$ cat src/rtl/assert_macros.svh
// Assertion helpers, clocked on clk and held off during reset.
`ifndef ASSERT_MACROS_SVH
`define ASSERT_MACROS_SVH

// Same-cycle implication.
`define ASSERT_IMPLIES(lbl, ante, cons) \
	lbl: assert property (@(posedge clk) disable iff (!arst_n) (ante) |-> (cons)) \
		else $error("assertion failed");

// Next-cycle implication.
`define ASSERT_NEXT(lbl, ante, cons) \
	lbl: assert property (@(posedge clk) disable iff (!arst_n) (ante) |=> (cons)) \
		else $error("assertion failed");

`endif

$ cat src/rtl/dbs_fifo.sv
module dbs_fifo #(
	parameter type T = logic,
	parameter int DEPTH = 4
) (
	input  logic                       clk,
	input  logic                       arst_n,
	input  logic                       wr,
	input  T                           wdata,
	output logic                       full,
	input  logic                       rd,
	output T                           rdata,
	output logic                       empty,
	output logic [$clog2(DEPTH+1)-1:0] count
);

	localparam int PTR_W = $clog2(DEPTH);
	localparam int CNT_W = $clog2(DEPTH+1);

	T mem_q [DEPTH];
	logic [PTR_W-1:0] wp_q, rp_q;
	logic [CNT_W-1:0] cnt_q;
	logic do_wr, do_rd;

	assign full  = (cnt_q == CNT_W'(DEPTH));
	assign empty = (cnt_q == '0);
	assign count = cnt_q;
	assign rdata = mem_q[rp_q];
	assign do_wr = wr && !full;
	assign do_rd = rd && !empty;

	always_ff @(posedge clk or negedge arst_n) begin
		if (!arst_n) begin
			wp_q  <= '0;
			rp_q  <= '0;
			cnt_q <= '0;
		end else begin
			if (do_wr)
				wp_q <= wp_q + PTR_W'(1);
			if (do_rd)
				rp_q <= rp_q + PTR_W'(1);
			if (do_wr && !do_rd)
				cnt_q <= cnt_q + CNT_W'(1);
			else if (do_rd && !do_wr)
				cnt_q <= cnt_q - CNT_W'(1);
		end
	end

	always_ff @(posedge clk) begin
		if (do_wr)
			mem_q[wp_q] <= wdata;
	end

endmodule

$ cat config.mk
export PLATFORM = sky130hd
export DESIGN_NAME = dbs_fifo
export DESIGN_NICKNAME = d
export VERILOG_FILES = /design/src/rtl/assert_macros.svh /design/src/rtl/dbs_fifo.sv
export SDC_FILE = /design/constraint.sdc
export NUM_CORES = 1
export LEC_CHECK = 0
export BUFFER_PORTS_ARGS = -buffer_cell sky130_fd_sc_hd__clkbuf_2
export CAP_MARGIN = 0
export CORE_AREA = 2 2 39 41
export CTS_CLUSTER_DIAMETER = 150
export DETAILED_ROUTE_END_ITERATION = 12
export DIE_AREA = 0 0 41 43
export PLACE_DENSITY = 0.67
export RECOVER_POWER = 25
export REMOVE_ABC_BUFFERS = 1
export SLEW_MARGIN = 20
export SYNTH_ARGS = -nofsm -noshare
export SYNTH_HDL_FRONTEND = slang
export SYNTH_SLANG_ARGS = --single-unit
$ cat constraint.sdc
create_clock -name clk -period 1.9 [get_ports clk]
set_input_delay 0.095 -clock clk [delete_from_list [all_inputs] [get_ports clk]]
set_output_delay 0.095 -clock clk [all_outputs]
set_load 0.03 [all_outputs]
==> results.json <==
{
  "status": "finished clean",
  "fin_crit_sh_pct": 98.61,
  "num-nets-final": 77,
  "via_per_inst": 4.506,
  "max_cap_violations": 0,
  "grt_pass1_wl_mm": 1.538,
  "grt-ovfl-total": 0,
  "crit_buf_inv": 2,
  "antenna_cells": 0,
  "synth.avg_cell_area_um2": 13.70,
  "end_kind": "flop",
  "clk_pin_slew_ns": 0.08,
  "drt-initial-drc-count": 8,
  "fin_cells": 81,
  "synth_area_leaders": "dfrtp_1 30%, edfxtp_1 21%, ha_1 11%",
  "ir_worst_vdd_uv": 702.7,
  "met3_usage_pct": 3.141,
  "first_pass_iters": 4,
  "grt.busiest_layer": "met2",
  "nFillCells": 114,
  "fin_ws_ns": 0.02641,
  "start_util_pct": 41.59,
  "yosysWarningCount": 0,
  "final_cell_mix": "9 x buf_4, 8 x clkbuf_2, 7 x dfrtp_1",
  "grt_max_degree": 8,
  "routabilityCongestion": 0.7522,
  "cp.arrival_ns": 2.04,
  "period_needed_ns": 1.874,
  "wirelength_mm": 1.009,
  "power_density_nw_per_um2": 1740,
  "antenna_found_initial": 0,
  "yosys.area.top_type": "dfrtp_1",
  "pin_count": 11,
  "dp_slack_ns": -0.03509,
  "cts_buffer_depth": 2,
  "track_usage_pct": 13.66,
  "grt_util_met1_pct": 14.86,
  "setup_violations": 0,
  "p_leak_nw": 0.3591,
  "path_class": "flop to flop",
  "synth.top_cell.area_share_pct": 30.43,
  "whs_ns": 0.08597,
  "clk_latency_ns": 0.28,
  "critPathTopFamily": "adder cells",
  "cp_cell_sequence": "buf_4 -> nor3b_4 -> nor2b_2 -> ha_4 -> inv_2 -> fa_2 -> mux2_2",
  "cts_inserted_buffers": 3,
  "post_drt_wl_per_cell_um": 12.46,
  "grtUsageMet2_pct": 20.63,
  "synth_cell_type_count": 18,
  "dp_hpwl_um": 686.5,
  "tns_ns": 0,
  "numPortBuffers": 10,
  "cts_tree": "built",
  "slowest_delay_ns": 0.41,
  "finalHoldViolations": 0,
  "synthCells": 42,
  "vias": 365,
  "num_rows": 14,
  "slowest_stage": "fa_2",
  "power.total_mw": 1.335,
  "dp_cells": 75,
  "drc": 0,
  "grt_pass1_vias": 396,
  "tightest_slew_ns": 0.4161,
  "die_y_um": 43,
  "hp-class": "input pin to flop",
  "fp.dieW_um": 41,
  "core_um2": 1384,
  "drive_above_1_share_pct": 47.69,
  "layout_commonest_cell": "buf_4",
  "path_max_fanout": 4,
  "syn_area_um2": 575.6,
  "maxSlewViolCount": 0,
  "ys_ff_latch": 11,
  "rsz0062_at_grt": "yes",
  "relSlewSlack_pct": 72.26,
  "numClockSinks": 11,
  "worst_ep_required_time_ns": 2.06,
  "route.antenna.remaining_nets": 0,
  "fmax_mhz": 533.7,
  "clock_skew_ns": 0.007495,
  "seq_area_frac_synth_pct": 51.30,
  "worstSetupStartpointType": "flop",
  "cts.root.buffer_cell": "clkbuf_4",
  "h-tree-depth": 1,
  "synthToLayoutAreaGrowth_pct": 33.26,
  "die_area_um2": 1763
}
-- routing by layer --
layer,up-vias,part of all wire (%),routed length (µm)
li1,181,-,-
met1,173,38,383
met4,0,3.1,31
met2,7,56,564
met5,-,0,0
met3,4,3.0,30
-- state kept, by name, summed over array words and instances, names as in the netlist --
name and flops:
rp_q 2, count 3, wp_q 2, mem_q 4
-- path summary, 6_finish.rpt --
check | to | cells past startpoint | startpoint | slack, ns
min in group asynchronous | rp_q[1] | 2 | arst_n | 0.25
worst max-delay path | count[1] | 7 | count[1] | 0.03
worst min register to register | rp_q[1] | 1 | rp_q[1] | 0.49
worst min-delay path | mem_q[1] | 1 | wdata | 0.09
max in group asynchronous | count[2] | 2 | arst_n | 1.35
worst max register to register | count[1] | 7 | count[1] | 0.03
-- layout make-up --
type	instances	area (µm²)	share of cell area (%)
Clock inverter	1	5.005	0.6525
Tap cell	16	20.02	2.610
Sequential cell	11	295.3	38.50
Multi-Input combinational cell	26	284.0	37.03
Inverter	4	15.01	1.958
Clock buffer	3	22.52	2.936
Timing Repair Buffer	20	125.1	16.31
-- synthesized netlist by cell type --
master / number
nand2_1: 2
xor2_1: 2
dfrtp_1: 7
nor3b_4: 1
mux4_2: 1
nor2_1: 2
and2_1: 3
inv_1: 4
or3_1: 1
edfxtp_1: 4
mux2_4: 1
buf_6: 1
mux2_2: 1
ha_1: 5
xnor2_1: 4
nand3_1: 1
fa_1: 1
nor2b_1: 1
-- cell families (layout without fill, tap and decap cells) --
kind of cell               after synthesis  count (layout)  synth area share, %
buffers and inverters                    5              28                4.564
xor gates and xnor gates                 6               6                9.130
DFF                                     11              11                51.31
adders and majority gates                6               6                14.35
and+or+nand+nor                         11              11                12.18
muxes                                    3               3                8.477
-- where the power goes --
part / leakage [nW] / total [mW] / internal [mW] / switching (mW)
registers: 0.118 / 0.420 / 0.349 / 0.0711
clock network: 0.0177 / 0.166 / 0.0782 / 0.0882
logic: 0.223 / 0.749 / 0.364 / 0.385
-- repair_timing --
| item | CTS | global route |
|---|---|---|
| pin swaps | 3 | 3 |
| resized for setup | 4 | 4 |
| endpoints found under the hold margin | 7 | 0 |
| endpoints found under the setup margin | 2 | 2 |
| buffers inserted | 0 | 1 |
| hold buffers | 1 | 0 |
-- metrics by stage --
step / utilization, % / instance area (µm²)
2_1_floorplan: - / 564.3
3_3_place_gp: 50.18 / 694.4
3_5_place_dp: 50.18 / 694.4
4_1_cts: 53.80 / 744.5
5_1_grt: 55.43 / 767.0
6_report: 55.43 / 767.0
No activity file was read; power rests on OpenSTA's default activity.
