$ cat config.mk
export PLATFORM = sky130hd
export DESIGN_NAME = dbs_front
export DESIGN_NICKNAME = d
export VERILOG_FILES = /design/src/rtl/assert_macros.svh /design/src/rtl/dbs_pkg.sv /design/src/rtl/dbs_front.sv
export SDC_FILE = /design/constraint.sdc
export NUM_CORES = 1
export LEC_CHECK = 0
export ABC_CLOCK_PERIOD_IN_PS = 18430
export BUFFER_PORTS_ARGS = -buffer_cell sky130_fd_sc_hd__buf_2
export CORE_MARGIN = 2
export CORE_UTILIZATION = 35
export DETAILED_ROUTE_END_ITERATION = 8
export GPL_TIMING_DRIVEN = 0
export PLACE_DENSITY = 0.55
export SLEW_MARGIN = 30
export SYNTH_ARGS = -nofsm -noshare
export SYNTH_HDL_FRONTEND = slang
export SYNTH_SLANG_ARGS = --single-unit
$ cat constraint.sdc
create_clock -name vclk -period 18.43
set_clock_uncertainty 0.05 [all_clocks]
set_input_delay 5.529 -clock vclk [all_inputs]
set_output_delay 5.529 -clock vclk [all_outputs]
set_load 0.01 [all_outputs]
$ cat src/rtl/assert_macros.svh
// Assertion helpers, clocked on clk and held off during reset.
`ifndef ASSERT_MACROS_SVH
`define ASSERT_MACROS_SVH

// Same-cycle implication.
`define ASSERT_IMPLIES(lbl, ante, cons) \
	lbl: assert property (@(posedge clk) disable iff (!arst_n) (ante) |-> (cons)) \
		else $error("assertion failed");

// Next-cycle implication.
`define ASSERT_NEXT(lbl, ante, cons) \
	lbl: assert property (@(posedge clk) disable iff (!arst_n) (ante) |=> (cons)) \
		else $error("assertion failed");

`endif

$ cat src/rtl/dbs_pkg.sv
package dbs_pkg;

	localparam int MAX_WIDTH_DEF  = 128;
	localparam int MAX_HEIGHT_DEF = 128;
	localparam int MAX_KERNEL_DEF = 8;
	localparam int FRAC_BITS_DEF  = 8;

	localparam int MASK_FRAC  = 15;
	localparam int PIX_W      = 16;
	localparam int DIM_W      = 11;
	localparam int FRAC_MAX   = 12;
	localparam int CFG_IDX_W  = 3;
	localparam int CFG_DATA_W = 8;
	localparam int MID_DEPTH  = 4;
	localparam int OUT_DEPTH  = 8;

	localparam logic [CFG_IDX_W-1:0] REG_MAP_WIDTH  = 3'd0;
	localparam logic [CFG_IDX_W-1:0] REG_MAP_HEIGHT = 3'd1;
	localparam logic [CFG_IDX_W-1:0] REG_STRIDE_R   = 3'd2;
	localparam logic [CFG_IDX_W-1:0] REG_STRIDE_C   = 3'd3;
	localparam logic [CFG_IDX_W-1:0] REG_PAD_R      = 3'd4;
	localparam logic [CFG_IDX_W-1:0] REG_PAD_C      = 3'd5;
	localparam logic [CFG_IDX_W-1:0] REG_DIL_R      = 3'd6;
	localparam logic [CFG_IDX_W-1:0] REG_DIL_C      = 3'd7;

	typedef struct packed {
		logic [7:0] map_width;
		logic [7:0] map_height;
		logic [3:0] stride_rows;
		logic [3:0] stride_cols;
		logic [3:0] pad_rows;
		logic [3:0] pad_cols;
		logic [3:0] dilation_rows;
		logic [3:0] dilation_cols;
	} config_t;

	// write: r_idx/c_idx are the pixel position
	// sample: r_idx/c_idx are floor(point)+1 per axis
	typedef struct packed {
		logic                    is_sample;
		logic                    in_box;
		logic [DIM_W-1:0]        r_idx;
		logic [DIM_W-1:0]        c_idx;
		logic [FRAC_MAX-1:0]     lh;
		logic [FRAC_MAX-1:0]     lw;
		logic [3:0]              nb_ok;
		logic signed [PIX_W-1:0] pixel;
		logic [15:0]             mask;
		logic                    use_mask;
	} entry_t;

	typedef struct packed {
		logic signed [PIX_W-1:0] value;
		logic                    in_box;
	} result_t;

endpackage

$ cat src/rtl/dbs_front.sv
module dbs_front #(
	parameter int MAX_WIDTH  = dbs_pkg::MAX_WIDTH_DEF,
	parameter int MAX_HEIGHT = dbs_pkg::MAX_HEIGHT_DEF,
	parameter int MAX_KERNEL = dbs_pkg::MAX_KERNEL_DEF,
	parameter int FRAC_BITS  = dbs_pkg::FRAC_BITS_DEF
) (
	input  dbs_pkg::config_t  cfg,
	input  logic              kind,
	input  logic [6:0]        row,
	input  logic [6:0]        col,
	input  logic [2:0]        tap_row,
	input  logic [2:0]        tap_col,
	input  logic signed [15:0] pixel_value,
	input  logic signed [15:0] offset_rows,
	input  logic signed [15:0] offset_cols,
	input  logic [15:0]       mask_weight,
	input  logic              use_mask,
	output dbs_pkg::entry_t   entry,
	output logic              keep
);

	localparam int DIM_W = dbs_pkg::DIM_W;
	localparam int PT_W  = 14 + FRAC_BITS;
	localparam logic [3:0] TAP_MAX = 4'(MAX_KERNEL - 1);
	localparam logic signed [PT_W-1:0] ONE = PT_W'(1) << FRAC_BITS;
	localparam logic signed [PT_W-1:0] NEG_ONE = -ONE;

	logic [2:0] tr, tc;
	logic [10:0] rs, cs;
	logic [6:0] tdr, tdc;
	logic signed [12:0] base_r, base_c;
	logic signed [PT_W-1:0] ph, pw, php, pwp, lim_h, lim_w;
	logic [DIM_W-1:0] mh, mw, eh, ew, hp, wp;
	logic in_box;

	assign tr = ({1'b0, tap_row} > TAP_MAX) ? TAP_MAX[2:0] : tap_row;
	assign tc = ({1'b0, tap_col} > TAP_MAX) ? TAP_MAX[2:0] : tap_col;
	assign rs  = 11'(row) * 11'(cfg.stride_rows);
	assign cs  = 11'(col) * 11'(cfg.stride_cols);
	assign tdr = 7'(tr) * 7'(cfg.dilation_rows);
	assign tdc = 7'(tc) * 7'(cfg.dilation_cols);
	assign base_r = $signed(13'(rs)) + $signed(13'(tdr)) - $signed(13'(cfg.pad_rows));
	assign base_c = $signed(13'(cs)) + $signed(13'(tdc)) - $signed(13'(cfg.pad_cols));
	assign ph = (PT_W'(base_r) <<< FRAC_BITS) + PT_W'(offset_rows);
	assign pw = (PT_W'(base_c) <<< FRAC_BITS) + PT_W'(offset_cols);

	assign mh = DIM_W'(cfg.map_height);
	assign mw = DIM_W'(cfg.map_width);
	assign eh = (mh == '0) ? DIM_W'(1) : (mh > DIM_W'(MAX_HEIGHT)) ? DIM_W'(MAX_HEIGHT) : mh;
	assign ew = (mw == '0) ? DIM_W'(1) : (mw > DIM_W'(MAX_WIDTH)) ? DIM_W'(MAX_WIDTH) : mw;
	assign lim_h = PT_W'($signed({1'b0, eh})) <<< FRAC_BITS;
	assign lim_w = PT_W'($signed({1'b0, ew})) <<< FRAC_BITS;

	assign in_box = (ph > NEG_ONE) && (pw > NEG_ONE) && (ph < lim_h) && (pw < lim_w);
	assign php = ph + ONE;
	assign pwp = pw + ONE;
	assign hp  = php[FRAC_BITS +: DIM_W];
	assign wp  = pwp[FRAC_BITS +: DIM_W];

	always_comb begin
		entry = '0;
		entry.is_sample = kind;
		entry.pixel     = pixel_value;
		entry.mask      = mask_weight;
		entry.use_mask  = use_mask;
		if (kind) begin
			entry.in_box = in_box;
			entry.r_idx  = hp;
			entry.c_idx  = wp;
			entry.lh     = dbs_pkg::FRAC_MAX'(php[FRAC_BITS-1:0]);
			entry.lw     = dbs_pkg::FRAC_MAX'(pwp[FRAC_BITS-1:0]);
			if (in_box) begin
				entry.nb_ok[0] = (hp != '0) && (wp != '0);
				entry.nb_ok[1] = (hp != '0) && (wp < ew);
				entry.nb_ok[2] = (hp < eh) && (wp != '0);
				entry.nb_ok[3] = (hp < eh) && (wp < ew);
			end
		end else begin
			entry.r_idx = DIM_W'(row);
			entry.c_idx = DIM_W'(col);
		end
	end

	assign keep = kind || ((DIM_W'(row) < DIM_W'(MAX_HEIGHT)) && (DIM_W'(col) < DIM_W'(MAX_WIDTH)));

endmodule

==> impl_table.tex <==
\begin{tabular}{lr}
\hline
Metric & Value \\
\hline
\multicolumn{2}{l}{\textbf{Status}} \\
\quad Status & finished, final reports clean \\
\multicolumn{2}{l}{\textbf{Floorplan}} \\
\quad Die width & approximately 140 um \\
\quad Die ar. & a little over 20000 um2 \\
\quad \# IOs & roughly 210 \\
\quad Starting density of the core & 0.360 \\
\quad \# rows & 50 \\
\quad Die extent in y & around 140 um \\
\quad Core area & about 19000 um2 \\
\multicolumn{2}{l}{\textbf{STA}} \\
\quad Period utilisation layout & 0.977 \\
\quad Unrepaired setup endpoints after global routing & true \\
\quad Number of max-slew violations in the final report & 0 \\
\quad Hold Vio Cnt, Final & 0 \\
\quad Hold Slack & 11190 ps \\
\quad Tmin final & 18000 ps \\
\quad Transition at the pin with the smallest max-transition slack & roughly 850 ps \\
\quad Final setup fails & 0 \\
\quad Total Neg Setup Slack & 0 ps \\
\quad F\_max & approximately 56 MHz \\
\quad Rel. slew slack & 0.430 \\
\multicolumn{2}{l}{\textbf{Setup path}} \\
\quad Critical path fanouts, max & 9 \\
\quad CP Capture Type & output port \\
\quad Worst endpoint required time & 12850 ps \\
\quad Arr. time, crit path & approximately 12000 ps \\
\quad Slowest cell on the critical path & sky130\_fd\_sc\_hd\_\_fa\_1 \\
\quad Critical path class & input port to output port \\
\quad Maximum cell stage delay along the critical path & 530 ps \\
\quad Cell repeated most along the worst path & sky130\_fd\_sc\_hd\_\_fa\_1 \\
\quad Count of buffer and inverter cells on the critical path & 6 \\
\quad Category of cells accounting for the largest share of critical-path delay & adder cells \\
\quad Crit start category & input port \\
\multicolumn{2}{l}{\textbf{Finish}} \\
\quad Share of post-route cells with drive strength above 1 & 0.232 \\
\quad Nets & around 1400 \\
\quad Count of sequential standard cells & 0 \\
\quad Layout overhead on the synthesized area & 18.2\% \\
\quad Number of fillers in the final layout & about 2000 \\
\quad Layout Cell Area excl Fill & between 8000 and 9000 um2 \\
\quad Area taken by multi-input logic gates & roughly 5900 um2 \\
\quad Most common cell after layout, fill and taps aside & sky130\_fd\_sc\_hd\_\_buf\_2 \\
\quad Final Instance Count excl. Fillers & 1326 \\
\quad FF/Latch Area & 0 um2 \\
\quad Top library cells by usage in the layout, fill and taps aside & sky130\_fd\_sc\_hd\_\_buf\_2, sky130\_fd\_sc\_hd\_\_inv\_1, sky130\_fd\_sc\_hd\_\_ha\_1, sky130\_fd\_sc\_hd\_\_and2\_1, sky130\_fd\_sc\_hd\_\_nand2\_1 \\
\quad Layout clock buffers & 0 \\
\multicolumn{2}{l}{\textbf{Yosys}} \\
\quad Register area share after synthesis & 0 \\
\quad Synthesized area per cell & between 7 and 8 um2 \\
\quad Count of different cell masters after synthesis & between 70 and 80 \\
\quad Combined area of all synthesized cells & 6800 um2 \\
\quad YS warnings & 0 \\
\quad Number of instances in the synthesized netlist & about 900 \\
\multicolumn{2}{l}{\textbf{Worst hold path}} \\
\quad Class of the tightest hold or removal check & input port to output port \\
\multicolumn{2}{l}{\textbf{Route}} \\
\quad Via count & $\sim$6400 \\
\quad Antenna viol nets, final & 0 \\
\quad Number of iterations in the first detailed-routing pass & 7 \\
\quad Count of routing violations after the opening detailed-route iteration & 272 \\
\quad Routed len/inst & 12.8 um \\
\quad Vias per std cell & between 4 and 5 \\
\quad Residual DRC count & 0 \\
\quad Wire length after detailed routing & $\sim$17000 um \\
\multicolumn{2}{l}{\textbf{Place}} \\
\quad GPL Wtd Cong & between 0.8 and 0.9 \\
\quad Detail Placement HPWL & around 15000 um \\
\quad IO buf count & 170 \\
\quad Placed insts & between 1000 and 1500 \\
\quad Placed instance area & $\sim$8000 um2 \\
\multicolumn{2}{l}{\textbf{GRT}} \\
\quad Global-route met1 utilization & 0.250 \\
\quad Busiest layer in global routing & met2 \\
\quad Global Route Usage Sum & 0.161 \\
\quad Overflow after GRT & 0 \\
\quad Met3 capacity usage during global routing & 0.00433 \\
\quad Pin count of the biggest net entering global routing & 11 \\
\quad Met2 Track Usage GR & 0.261 \\
\quad Vias in the first global route & $\sim$5700 \\
\quad Antenna violations before repair & 1 \\
\quad First-pass GRT wire length & $\sim$27000 um \\
\multicolumn{2}{l}{\textbf{Run}} \\
\quad Number of maximum-capacitance violations & 0 \\
\hline
\end{tabular}
[cells in the mapped netlist, types with 3 or more instances]
| master | instances | area share |
|---|---|---|
| sky130_fd_sc_hd__mux2_2 | 13 | 0.022 |
| sky130_fd_sc_hd__a21boi_0 | 6 | 0.0066 |
| sky130_fd_sc_hd__nand2_1 | 70 | 0.039 |
| sky130_fd_sc_hd__o21a_1 | 6 | 0.0066 |
| sky130_fd_sc_hd__nand3b_1 | 3 | 0.0033 |
| sky130_fd_sc_hd__a21o_1 | 13 | 0.014 |
| sky130_fd_sc_hd__nor4_1 | 15 | 0.014 |
| sky130_fd_sc_hd__a31oi_1 | 5 | 0.0046 |
| sky130_fd_sc_hd__nand4_1 | 4 | 0.0037 |
| sky130_fd_sc_hd__o21ai_0 | 34 | 0.025 |
| sky130_fd_sc_hd__clkbuf_1 | 9 | 0.0050 |
| sky130_fd_sc_hd__o31a_1 | 3 | 0.0039 |
| sky130_fd_sc_hd__xor2_1 | 9 | 0.012 |
| sky130_fd_sc_hd__nor3b_1 | 4 | 0.0044 |
| sky130_fd_sc_hd__nor2_1 | 34 | 0.019 |
| sky130_fd_sc_hd__nand2b_1 | 8 | 0.0074 |
| sky130_fd_sc_hd__a21oi_1 | 35 | 0.026 |
| sky130_fd_sc_hd__a211o_1 | 4 | 0.0052 |
| sky130_fd_sc_hd__o311ai_0 | 4 | 0.0052 |
| sky130_fd_sc_hd__nand3_1 | 15 | 0.011 |
| sky130_fd_sc_hd__a211oi_1 | 8 | 0.0088 |
| sky130_fd_sc_hd__and2_1 | 80 | 0.074 |
| sky130_fd_sc_hd__fa_1 | 60 | 0.18 |
| sky130_fd_sc_hd__nor4bb_1 | 3 | 0.0044 |
| sky130_fd_sc_hd__or3_1 | 6 | 0.0055 |
| sky130_fd_sc_hd__o2111ai_1 | 8 | 0.010 |
| sky130_fd_sc_hd__or2_2 | 4 | 0.0037 |
| sky130_fd_sc_hd__xnor2_1 | 31 | 0.040 |
| sky130_fd_sc_hd__buf_4 | 44 | 0.049 |
| sky130_fd_sc_hd__ha_1 | 113 | 0.21 |
| sky130_fd_sc_hd__o211ai_1 | 9 | 0.0099 |
| sky130_fd_sc_hd__and3_1 | 7 | 0.0064 |
| sky130_fd_sc_hd__nor2b_1 | 10 | 0.0092 |
| sky130_fd_sc_hd__inv_1 | 148 | 0.082 |
| sky130_fd_sc_hd__a2111oi_0 | 5 | 0.0064 |
| sky130_fd_sc_hd__nor3_1 | 14 | 0.010 |
[layer usage]
metal	wire length [um]	part of all wire
met1	8720	0.51
met2	7510	0.44
met3	660	0.039
met4	53	0.0031
met5	0	0
[final timing paths]
| kind | endpoint | startpoint | slack (ps) | cells after the start |
|---|---|---|---|---|
| worst max-delay path | entry[36] | tap_row[2] | 430 | 29 |
| worst min-delay path | entry[19] | pixel_value[2] | 11190 | 2 |
[through the flow]
stage | setup slack (ps) | util
floorplan | 961 | -
global placement | -38.9 | 0.423
detailed placement | -8.41 | 0.423
CTS | 157 | 0.424
global route | -4.25 | 0.425
finish | 426 | 0.425
[area by class of cell]
| type | count | area share |
|---|---|---|
| Multi-Input combinational cell | 694 | 0.738 |
| Timing Repair Buffer | 171 | 0.107 |
| Inverter | 148 | 0.0692 |
| Buffer | 52 | 0.0449 |
| Tap cell | 260 | 0.0405 |
| Antenna cell | 1 | 0.000312 |
[cell families after synthesis]
kind of cell             synth area share
AND/OR/NAND/NOR                     0.234
other                             0.00110
AO/OA/AOI/OAI                       0.168
adder cells (fa/ha/maj)             0.385
buffers and inverters               0.136
XOR/XNOR                           0.0515
multiplexers                       0.0245
[repair_timing]
item / 4_1_cts / 5_1_grt
setup endpoints to repair: 2 / 4
gates cloned: 0 / 0
resized for setup: 0 / 7
hold buffers: 0 / 0
buffers inserted: 1 / 0
pin swaps: 1 / 2
hold endpoints to repair: 0 / 0
Power is not shown: default switching activity piles up to over one toggle a cycle in this logic, so the estimate is an artifact.
